===== src/hw/rtl/rgb_to_hsv_convert_assert.svh =====
// ----------------------------------------------------------------------------
// RGB to HSV assertion macros
// Concurrent check wrappers, empty when synthesized.
// ----------------------------------------------------------------------------
`ifndef RGB_TO_HSV_CONVERT_ASSERT_SVH
`define RGB_TO_HSV_CONVERT_ASSERT_SVH

`ifndef SYNTHESIS
`define RTH_ASSERT(label, clk, rst, prop) \
  label: assert property (@(posedge clk) disable iff (rst) prop) \
    else $error("rgb_to_hsv_convert: check failed");
`define RTH_ASSERT_ALWAYS(label, clk, prop) \
  label: assert property (@(posedge clk) prop) \
    else $error("rgb_to_hsv_convert: check failed");
`else
`define RTH_ASSERT(label, clk, rst, prop)
`define RTH_ASSERT_ALWAYS(label, clk, prop)
`endif

`endif


===== src/hw/rtl/rgbhsv_pkg.sv =====
// ----------------------------------------------------------------------------
// RGB to HSV package
// Shared types for the conversion pipeline.
// ----------------------------------------------------------------------------
package rgbhsv_pkg;

  typedef struct packed {
    logic black;
    logic full;
    logic gray;
  } hsv_flags_t;

endpackage


===== src/hw/rtl/rgbhsv_prep.sv =====
// ----------------------------------------------------------------------------
// RGB to HSV front end
// Two stages: max/min and sector select, then hue numerator and divisors.
// ----------------------------------------------------------------------------
module rgbhsv_prep #(
  parameter int COLOR_BITS = 8
) (
  input  logic                        clk,
  input  logic                        rst,
  input  logic                        en,
  input  logic                        in_valid,
  input  logic [COLOR_BITS-1:0]       red,
  input  logic [COLOR_BITS-1:0]       green,
  input  logic [COLOR_BITS-1:0]       blue,
  output logic                        out_valid,
  output logic [COLOR_BITS+2:0]       hue_rem,
  output logic [COLOR_BITS+2:0]       hue_div,
  output logic [COLOR_BITS-1:0]       sat_rem,
  output logic [COLOR_BITS-1:0]       sat_div,
  output logic [COLOR_BITS-1:0]       delta,
  output logic [COLOR_BITS-1:0]       vmax,
  output rgbhsv_pkg::hsv_flags_t      flags
);
  import rgbhsv_pkg::*;

  localparam int CW = COLOR_BITS;

  typedef enum logic [1:0] {
    SEC_RED   = 2'd0,
    SEC_GREEN = 2'd1,
    SEC_BLUE  = 2'd2
  } sector_t;

  sector_t         sector_next;
  logic [CW-1:0]   max_next;
  logic [CW-1:0]   min_next;
  logic [CW:0]     diff_next;

  logic            s1_valid;
  sector_t         s1_sector;
  logic [CW-1:0]   s1_max;
  logic [CW-1:0]   s1_min;
  logic [CW:0]     s1_diff;

  logic [CW-1:0]   d;
  logic [CW+3:0]   offset;
  logic [CW+3:0]   num;
  logic [CW+3:0]   num_wrap;
  logic [CW+2:0]   six_d;

  always_comb begin
    if (red >= green && red >= blue) begin
      sector_next = SEC_RED;
    end else if (green >= blue) begin
      sector_next = SEC_GREEN;
    end else begin
      sector_next = SEC_BLUE;
    end
    if (red <= green && red <= blue) begin
      min_next = red;
    end else if (green <= blue) begin
      min_next = green;
    end else begin
      min_next = blue;
    end
    unique case (sector_next)
      SEC_RED: begin
        max_next  = red;
        diff_next = {1'b0, green} - {1'b0, blue};
      end
      SEC_GREEN: begin
        max_next  = green;
        diff_next = {1'b0, blue} - {1'b0, red};
      end
      default: begin
        max_next  = blue;
        diff_next = {1'b0, red} - {1'b0, green};
      end
    endcase
  end

  always_ff @(posedge clk) begin
    if (rst) begin
      s1_valid <= 1'b0;
    end else if (en) begin
      s1_valid <= in_valid;
    end
  end

  always_ff @(posedge clk) begin
    if (en) begin
      s1_sector <= sector_next;
      s1_max    <= max_next;
      s1_min    <= min_next;
      s1_diff   <= diff_next;
    end
  end

  assign d     = s1_max - s1_min;
  assign six_d = {1'b0, d, 2'b00} + {2'b00, d, 1'b0};

  always_comb begin
    unique case (s1_sector)
      SEC_RED:   offset = '0;
      SEC_GREEN: offset = {3'b000, d, 1'b0};
      default:   offset = {2'b00, d, 2'b00};
    endcase
    num = offset + {{3{s1_diff[CW]}}, s1_diff};
    if (num[CW+3]) begin
      num_wrap = num + {1'b0, six_d};
    end else begin
      num_wrap = num;
    end
  end

  always_ff @(posedge clk) begin
    if (rst) begin
      out_valid <= 1'b0;
    end else if (en) begin
      out_valid <= s1_valid;
    end
  end

  always_ff @(posedge clk) begin
    if (en) begin
      hue_rem     <= num_wrap[CW+2:0];
      hue_div     <= six_d;
      sat_rem     <= (d == s1_max) ? '0 : d;
      sat_div     <= s1_max;
      delta       <= d;
      vmax        <= s1_max;
      flags.black <= (s1_max == '0);
      flags.full  <= (d == s1_max);
      flags.gray  <= (d == '0);
    end
  end

endmodule


===== src/hw/rtl/rgbhsv_div.sv =====
// ----------------------------------------------------------------------------
// RGB to HSV pipelined divider
// Restoring division, one quotient bit per stage, with leading delay stages
// to line up lanes of different quotient width. Remainder in must be below
// the divisor.
// ----------------------------------------------------------------------------
module rgbhsv_div #(
  parameter int DW    = 11,
  parameter int QW    = 16,
  parameter int STEPS = 16,
  parameter int SW    = 8
) (
  input  logic          clk,
  input  logic          rst,
  input  logic          en,
  input  logic          in_valid,
  input  logic [DW-1:0] rem_in,
  input  logic [DW-1:0] divisor,
  input  logic [SW-1:0] side_in,
  output logic          out_valid,
  output logic [QW-1:0] quot,
  output logic [DW-1:0] rem_out,
  output logic [SW-1:0] side_out
);

  localparam int PAD = STEPS - QW;

  logic          v_q    [STEPS];
  logic [DW-1:0] rem_q  [STEPS];
  logic [DW-1:0] div_q  [STEPS];
  logic [QW-1:0] quot_q [STEPS];
  logic [SW-1:0] side_q [STEPS];

  for (genvar i = 0; i < STEPS; i++) begin : g_stage
    logic          v_in;
    logic [DW-1:0] rem_prev;
    logic [DW-1:0] div_prev;
    logic [QW-1:0] quot_prev;
    logic [SW-1:0] side_prev;

    if (i == 0) begin : g_first
      assign v_in      = in_valid;
      assign rem_prev  = rem_in;
      assign div_prev  = divisor;
      assign quot_prev = '0;
      assign side_prev = side_in;
    end else begin : g_next
      assign v_in      = v_q[i-1];
      assign rem_prev  = rem_q[i-1];
      assign div_prev  = div_q[i-1];
      assign quot_prev = quot_q[i-1];
      assign side_prev = side_q[i-1];
    end

    always_ff @(posedge clk) begin
      if (rst) begin
        v_q[i] <= 1'b0;
      end else if (en) begin
        v_q[i] <= v_in;
      end
    end

    if (i < PAD) begin : g_delay
      always_ff @(posedge clk) begin
        if (en) begin
          rem_q[i]  <= rem_prev;
          div_q[i]  <= div_prev;
          quot_q[i] <= quot_prev;
          side_q[i] <= side_prev;
        end
      end
    end else begin : g_step
      logic [DW:0] rem_sh;
      logic [DW:0] rem_sub;
      logic        take;

      assign rem_sh  = {rem_prev, 1'b0};
      assign rem_sub = rem_sh - {1'b0, div_prev};
      assign take    = (rem_sh >= {1'b0, div_prev});

      always_ff @(posedge clk) begin
        if (en) begin
          rem_q[i]  <= take ? rem_sub[DW-1:0] : rem_sh[DW-1:0];
          div_q[i]  <= div_prev;
          quot_q[i] <= {quot_prev[QW-2:0], take};
          side_q[i] <= side_prev;
        end
      end
    end
  end

  assign out_valid = v_q[STEPS-1];
  assign quot      = quot_q[STEPS-1];
  assign rem_out   = rem_q[STEPS-1];
  assign side_out  = side_q[STEPS-1];

endmodule


===== src/hw/rtl/rgb_to_hsv_convert.sv =====
// ----------------------------------------------------------------------------
// RGB to HSV converter
// Pixel stream conversion to hue, saturation and value, fully pipelined.
//
//   channel  direction  handshake              payload
//   pix      in         pix_valid / pix_stall  red, green, blue
//   hsv      out        hsv_valid / hsv_stall  hue, saturation, value
//
// One pixel per clock sustained unless a result stalls. Restoring dividers
// at one quotient bit per stage sit between prep and the output register.
// rst is synchronous and clears all valid bits; no clearing pass.
// A stalled result freezes the whole pipeline; pix_stall follows it in the
// same cycle.
// ----------------------------------------------------------------------------
`include "rgb_to_hsv_convert_assert.svh"

module rgb_to_hsv_convert #(
  parameter int COLOR_BITS = 8,
  parameter int HUE_BITS   = 16
) (
  input  logic                  clk,
  input  logic                  rst,
  input  logic                  pix_valid,
  output logic                  pix_stall,
  input  logic [COLOR_BITS-1:0] red,
  input  logic [COLOR_BITS-1:0] green,
  input  logic [COLOR_BITS-1:0] blue,
  output logic                  hsv_valid,
  input  logic                  hsv_stall,
  output logic [HUE_BITS-1:0]   hue,
  output logic [COLOR_BITS-1:0] saturation,
  output logic [COLOR_BITS-1:0] value
);
  import rgbhsv_pkg::*;

  localparam int CW    = COLOR_BITS;
  localparam int FW    = $bits(hsv_flags_t);
  localparam int STEPS = (HUE_BITS > COLOR_BITS) ? HUE_BITS : COLOR_BITS;

  logic            en;
  logic            prep_valid;
  logic [CW+2:0]   hue_rem;
  logic [CW+2:0]   hue_div;
  logic [CW-1:0]   sat_rem;
  logic [CW-1:0]   sat_div;
  logic [CW-1:0]   delta;
  logic [CW-1:0]   vmax;
  hsv_flags_t      flags;

  logic            hue_valid;
  logic [HUE_BITS-1:0] hue_quot;
  logic [CW+2:0]   hue_rem_out;
  logic [CW-1:0]   vmax_out;

  logic            sat_valid;
  logic [CW-1:0]   sat_quot;
  logic [CW-1:0]   sat_rem_out;
  logic [FW+CW-1:0] sat_side;
  hsv_flags_t      flags_out;
  logic [CW-1:0]   delta_out;

  logic [CW-1:0]   sat_next;
  logic [HUE_BITS-1:0] hue_next;

  assign en        = !(hsv_valid && hsv_stall);
  assign pix_stall = !en;

  rgbhsv_prep #(
    .COLOR_BITS(COLOR_BITS)
  ) u_prep (
    .clk      (clk),
    .rst      (rst),
    .en       (en),
    .in_valid (pix_valid),
    .red      (red),
    .green    (green),
    .blue     (blue),
    .out_valid(prep_valid),
    .hue_rem  (hue_rem),
    .hue_div  (hue_div),
    .sat_rem  (sat_rem),
    .sat_div  (sat_div),
    .delta    (delta),
    .vmax     (vmax),
    .flags    (flags)
  );

  rgbhsv_div #(
    .DW   (CW + 3),
    .QW   (HUE_BITS),
    .STEPS(STEPS),
    .SW   (CW)
  ) u_hue_div (
    .clk      (clk),
    .rst      (rst),
    .en       (en),
    .in_valid (prep_valid),
    .rem_in   (hue_rem),
    .divisor  (hue_div),
    .side_in  (vmax),
    .out_valid(hue_valid),
    .quot     (hue_quot),
    .rem_out  (hue_rem_out),
    .side_out (vmax_out)
  );

  rgbhsv_div #(
    .DW   (CW),
    .QW   (CW),
    .STEPS(STEPS),
    .SW   (FW + CW)
  ) u_sat_div (
    .clk      (clk),
    .rst      (rst),
    .en       (en),
    .in_valid (prep_valid),
    .rem_in   (sat_rem),
    .divisor  (sat_div),
    .side_in  ({flags, delta}),
    .out_valid(sat_valid),
    .quot     (sat_quot),
    .rem_out  (sat_rem_out),
    .side_out (sat_side)
  );

  assign flags_out = hsv_flags_t'(sat_side[FW+CW-1:CW]);
  assign delta_out = sat_side[CW-1:0];

  always_comb begin
    if (flags_out.black) begin
      sat_next = '0;
    end else if (flags_out.full) begin
      sat_next = {CW{1'b1}};
    end else begin
      sat_next = sat_quot - {{(CW-1){1'b0}}, (sat_rem_out < delta_out)};
    end
    hue_next = flags_out.gray ? '0 : hue_quot;
  end

  always_ff @(posedge clk) begin
    if (rst) begin
      hsv_valid <= 1'b0;
    end else if (en) begin
      hsv_valid <= hue_valid;
    end
  end

  always_ff @(posedge clk) begin
    if (en) begin
      hue        <= hue_next;
      saturation <= sat_next;
      value      <= vmax_out;
    end
  end

  `RTH_ASSERT(a_lanes_aligned, clk, rst, hue_valid == sat_valid)
  `RTH_ASSERT(a_gray_hue_zero, clk, rst, (hsv_valid && saturation == '0) |-> (hue == '0))
  `RTH_ASSERT(a_black_sat_zero, clk, rst, (hsv_valid && value == '0) |-> (saturation == '0))
  `RTH_ASSERT_ALWAYS(a_reset_clears, clk, rst |=> (!hsv_valid && !hue_valid))

endmodule


===== config.mk =====
export PLATFORM = sky130hd
export DESIGN_NAME = rgb_to_hsv_convert
export DESIGN_NICKNAME = d
export VERILOG_FILES = /design/src/hw/rtl/rgbhsv_pkg.sv /design/src/hw/rtl/rgbhsv_prep.sv /design/src/hw/rtl/rgbhsv_div.sv /design/src/hw/rtl/rgb_to_hsv_convert.sv
export VERILOG_INCLUDE_DIRS = /design/src /design/src/hw/rtl
export SDC_FILE = /design/constraint.sdc
export NUM_CORES = 2
export LEC_CHECK = 0
export BUFFER_PORTS_ARGS = -buffer_cell sky130_fd_sc_hd__buf_2
export CORE_UTILIZATION = 60
export DETAILED_ROUTE_END_ITERATION = 6
export PLACE_DENSITY = 0.81
export SKIP_LAST_GASP = 1
export SLEW_MARGIN = 20
export SYNTH_ARGS = -nofsm -noshare
export SYNTH_HDL_FRONTEND = slang
export SYNTH_SLANG_ARGS = --single-unit

===== constraint.sdc =====
create_clock -name clk -period 64.7 [get_ports clk]
set_input_delay 12.94 -clock clk [delete_from_list [all_inputs] [get_ports clk]]
set_output_delay 12.94 -clock clk [all_outputs]
set_load 0.02 [all_outputs]

### Word level (Yosys, flattened, before mapping)

Memory sizes are Yosys's and may differ from the RTL's. A register that Yosys moved wholly into a read port is not among the register bits.
Index checks and enable logic that the tools add are counted.

| word-level totals | value |
|---|---|
| flip-flop bits (word level) | 86 |
| output and inout bits | 34 |
| word-level logic and storage cells | 170 |
| input port bits | 28 |
| bits in writable memories | 1312 |
| memories | 9 |

| cells by class | value |
|---|---|
| $add $sub $neg | 32 |
| muxes and demuxes | 54 |
| bitwise logic cells | 16 |
| equality and inequality tests | 3 |
| $lt $le $gt $ge | 31 |
| reduce and logical (&&, ||, !) cells | 10 |

Memories:

| name | depth | bits a word | read ports | clocked after Yosys merged registers in | write ports | line | RTL |
|---|---|---|---|---|---|---|---|
| u_hue_div.quot_q | 16 | 16 | 16 | 1 | 16 | rgbhsv_div.sv:31 | `logic [QW-1:0] quot_q [STEPS];` |
| u_hue_div.div_q | 16 | 11 | 15 | 0 | 16 | rgbhsv_div.sv:30 | `logic [DW-1:0] div_q [STEPS];` |
| u_hue_div.rem_q | 16 | 11 | 15 | 0 | 16 | rgbhsv_div.sv:29 | `logic [DW-1:0] rem_q [STEPS];` |
| u_sat_div.side_q | 16 | 11 | 16 | 0 | 16 | rgbhsv_div.sv:32 | `logic [SW-1:0] side_q [STEPS];` |
| u_hue_div.side_q | 16 | 8 | 16 | 1 | 16 | rgbhsv_div.sv:32 |  |
| u_sat_div.div_q | 16 | 8 | 15 | 0 | 16 | rgbhsv_div.sv:30 |  |
| +3 memories | n/a | n/a | n/a | n/a | n/a | n/a |  |

Operators with widths:

| cell | number |
|---|---|
| $ge A12 B11 Y1 | 16 |
| $mux W11 | 17 |
| $sub A11 B11 Y11 | 16 |
| $mux W8 | 11 |
| $ge A9 B8 Y1 | 8 |
| $sub A8 B8 Y8 | 9 |
| $sub A8 B8 Y9 | 3 |
| $ge A8 B8 Y1 | 3 |
| $le A8 B8 Y1 | 3 |
| $mux W1 | 21 |
| $pmux W10 S2 | 1 |
| $pmux W9 S2 | 1 |
| $logic_not A8 Y1 | 2 |
| $or A1 B1 Y1 | 16 |
| $pmux W8 S2 | 1 |
| $add A11 B9 Y12 | 1 |
| $add A10 B9 Y11 | 1 |
| $add A11 B11 Y11 | 1 |
| $eq A8 B8 Y1 | 1 |
| $lt A8 B8 Y1 | 1 |
| $sub A8 B1 Y8 | 1 |
| $eq A2 B1 Y1 const B | 2 |
| $logic_not A2 Y1 | 2 |
| $mux W2 | 2 |
| other kinds (2) | 6 |

### Longest topological paths before layout

| logic depth | value |
|---|---|
| word-level depth | 5 |
| depth in mapped cells | 21 |
| gate-level depth less buffers | 21 |

### By module

From an unflattened synthesis, not the netlist that was laid out.

| second synthesis, totals | value |
|---|---|
| cell total of the unflattened synthesis | 3723 |
| area, all modules | 53989.3 µm² |

Modules (own cells, without submodules):

| module | area each (µm²) | seq. area each (µm²) | cells each | instances |
|---|---|---|---|---|
| rgbhsv_div at u_hue_div | 28431.0 | 18647.9 | 2025 | 1 |
| rgbhsv_div at u_sat_div | 18164.9 | 14293.7 | 1006 | 1 |
| rgbhsv_prep | 5861.9 | 2262.2 | 584 | 1 |
| rgb_to_hsv_convert | 1531.5 | 980.9 | 108 | 1 |

### Worst setup path after synthesis

OpenSTA, ideal clock, no wires.

| timing path | value |
|---|---|
| path kind | in2out |
| start point | input hsv_stall |
| end point | output pix_stall |
| buffers on the path | 0 |
| stages on the path | 2 |
| slack | 13198 ps |
| arrival time | 38562 ps |
| path through | nand2_1 > inv_1 |

| between the ends | value |
|---|---|
| word-level cells in the longest chain between the ends | 1 |

RTL lines:

| item | line | RTL |
|---|---|---|
| from (decl) | rgb_to_hsv_convert.sv:29 | `input logic hsv_stall,` |
| $logic_and A1 B1 Y1 | rgb_to_hsv_convert.sv:65 | `assign en = !(hsv_valid && hsv_stall);` |
| to (decl) | rgb_to_hsv_convert.sv:24 | `output logic pix_stall,` |

Every way passes these cells.

### Final worst setup path

Ends and elaborated chain as after synthesis.

==> metrics.md <==
| Metric | Value |
|---|---|
| Status | completed |
| Post-Synth Simple-Gate Area | 0.0675 |
| Die area | 78700 um2 |
| Cells after Synth | 3306 |
| Most used cell, CP | buf_2 |
| DRT Pass-1 Iters | 5 |
| Final Max Slew Viols | 0 |
| CP top delay family | simple AND/OR/NAND/NOR gates |
| Port bufs | 61 |
| Slew @ Worst Pin | 1080 ps |
| Wirelength, routed | 74000 um |
| DP Wirelength | 49400 um |
| Die height | 281 um |
| Worst Hold Class | reg2reg |
| CTS root buffer | clkbuf_16 |
| Clock latency on the worst-skew pair | 650 ps |
| Slowest-stage cell, CP | nand2_4 |
| Die X | 281 um |
| Via density | 5.50 |
| CTS tree | built |
| Max-Cap Viols | 0 |
| Multi-input gate area | 14700 um2 |
| Register area | 30400 um2 |
| CTS sink count | 1014 |
| Syn. warnings | 0 |
| Post-synthesis compound-gate area fraction | 0.0837 |
| FMAX | 37.0 MHz |
| Top post-synthesis cells by area | edfxtp_1 65%, ha_1 7.9%, mux2_2 3.0%, inv_1 2.8%, xnor2_1 2.3% |
| RR Endpoint | u_prep.hue_rem[10]$_DFFE_PN_ |
| CP endpoint kind | output port |
| RSZ-0062 raised after global routing | no |
| Top cell type's share of synthesized area | 0.652 |
| Ys flop type | edfxtp_1 |
| Antenna Nets Post-Route | 0 |
| Vias | 25100 |
| Layout area overhead | 10.5% |
| # setup viols final | 0 |
| Global-route wire length before repair | 122000 um |
| EDFF count, synth | 1011 |
| Post-CTS Hold Buffers | 0 |
| Crit path cell chain | buf_2 > nand2_4 > inv_1 > buf_2 |
| WHS Path Cells | 0 |
| Post-layout minimum cycle time | 27020 ps |
| H-tree depth | 3 |
| Worst Setup Path Type | in2out |
| Post-place setup slack | 37630 ps |
| Vias in the first global route | 25700 |
| Post-layout nets | 3811 |
| Initial core utilization | 0.610 |
| TritonCTS Buffers | 97 |
| Hold Path Sink | u_sat_div.div_q[7][7]$_DFFE_PN_ |
| Post-Synth Adder-Cell Area | 0.0922 |
| Fin crit share | 0.418 |
| Relative slew slack | 0.274 |
| Cell Area, Synth | 46500 um2 |
| Critical path's largest stage delay | 570 ps |
| Largest net degree at the start of global routing | 196 |
| CTS Buffer Depth | 3 |
| Count leader, synth | edfxtp_1 |
| Synth top cells by count | 1011 x edfxtp_1, 347 x inv_1, 295 x ha_1, 248 x nor2_1, 167 x a21oi_1 |
| DR iter-0 viols | 1439 |
| Worst Path Required | 51760 ps |
| Synthesized flop and latch total | 1014 |
| Post-Synth XOR/XNOR Area | 0.0340 |
| Residual DRC count | 0 |
| CP startpoint kind | input pin |
| GRT overflow | 0 |
| Largest family of logic cells by synthesized area | adder cells |
| Worst hold path startpoint | u_hue_div.side_q[6][7]$_DFFE_PN_ |
| Asr flop ratio synth | 0 |
| Critical path arrival | 14080 ps |
| Fill cells | 5153 |
| DR WL/cell | 16.2 um |
| Gpl congestion | 0.855 |
| Worst Path Buf+Inv | 3 |
| CORE AREA | 76300 um2 |
| Antenna violations before repair | 0 |
| Area leader, netlist | edfxtp_1 |
| Reg-to-reg slack, setup | 59440 ps |
| Rows | 101 |
| Post-synthesis sequential area ratio | 0.653 |
| Setup Skew | 25.5 ps |
| Final-report hold violation count | 0 |
| Setup TNS | 0 ps |
| PnR worst setup slack | 37680 ps |
| Distinct cell type count after synthesis | 72 |
| All-Layer GR Usage | 0.191 |
| Net count after synthesis | 3659 |
| FF-to-FF Start | u_prep.s1_max[0]$_DFFE_PN_ |
| Mux contribution to synthesized area | 0.0380 |
| Worst R2R Path Depth | 20 |
| CP max FO | 65 |
| CTS resizes | 0 |
| Fraction of layout cells with a size suffix above 1 | 0.106 |
| Worst-path clk slew | 60 ps |
| Antenna cells | 0 |
| Syn_area_per_cell | 14.1 um2 |
| I/O pin total | 62 |
| Setup Buffers After CTS | 0 |
## cells by family (layout without fill, tap and decap cells)
kind of cell / Yosys count / after routing
multiplexers: 161 / 161
flip-flops: 1014 / 1014
XOR/XNOR: 180 / 180
adder cells (fa/ha/maj): 325 / 325
buffers and inverters: 376 / 606
AO/OA/AOI/OAI: 609 / 609
AND/OR/NAND/NOR: 641 / 641
## routing by layer
layer	global-route usage	vias to the layer above	part of all wire
li1	-	12400	-
met3	0.0304	193	0.032
met4	0.0764	0	0.034
met2	0.360	449	0.53
met1	0.215	12000	0.40
met5	0	-	0
## worst register-to-register path, delay by kind of cell, from the launching register on
kind / cells / cell delay, ps
AO/OA/AOI/OAI: 5 / 1390
XOR/XNOR: 4 / 1200
adder cells (fa/ha/maj): 4 / 1240
buffers and inverters: 3 / 320
flip-flops: 1 / 470
AND/OR/NAND/NOR: 4 / 460
## sequential cells by signal (all words and copies together), names as in the netlist, 9 cells and up
register	count
u_sat_div.side_q	176
u_hue_div.rem_q	150
u_hue_div.quot_q	136
u_hue_div.div_q	135
u_sat_div.rem_q	128
u_hue_div.side_q	64
u_sat_div.div_q	64
u_sat_div.quot_q	36
hue	16
u_hue_div.v_q	16
u_prep.hue_rem	11
u_prep.hue_div	9
u_prep.s1_diff	9
## through the flow
stage	utilization	cell area [um2]	instances	hold slack [ps]
global placement	0.631	48200	4389	400
global route	0.674	51400	4566	407
detailed placement	0.631	48200	4389	405
CTS	0.674	51400	4566	396
finish	0.674	51400	4566	399
floorplan	-	46500	3306	400
## how the worst max path moves through the flow
| stage | start | to | slack (ps) | cells after the start |
|---|---|---|---|---|
| 4_1_cts | hsv_stall | pix_stall | 37640 | 4 |
| 2_1_floorplan | hsv_stall | pix_stall | 13200 | 2 |
| 5_1_grt | hsv_stall | pix_stall | 37550 | 4 |
| 6_report | hsv_stall | pix_stall | 37680 | 4 |
| 3_5_place_dp | hsv_stall | pix_stall | 37630 | 4 |
| 3_3_place_gp | hsv_stall | pix_stall | 37650 | 4 |
## final cells by class
class | instances | area share
Clock buffer | 109 | 0.0485
Sequential cell | 1014 | 0.591
Multi-Input combinational cell | 1916 | 0.286
Clock inverter | 68 | 0.0149
Timing Repair Buffer | 82 | 0.00924
Inverter | 347 | 0.0253
Tap cell | 1030 | 0.0251
## cells in the final DEF, fill, tap and decap left out, types with 30 or more instances in the layout
cell type     n
nor2_1      248
a21o_1       61
a211oi_1     31
mux2_2      125
buf_2        61
ha_1        295
o21ai_0     141
clkbuf_16    98
nor3_1       32
mux2i_1      36
nand2b_1     44
nor2b_1      77
a21oi_1     167
inv_1       347
xnor2_1     121
xor2_1       57
nand2_1      90
edfxtp_1   1011
fa_1         30
o21a_1       71
Power is not shown: default switching activity piles up to over one toggle a cycle in this logic, so the estimate is an artifact.
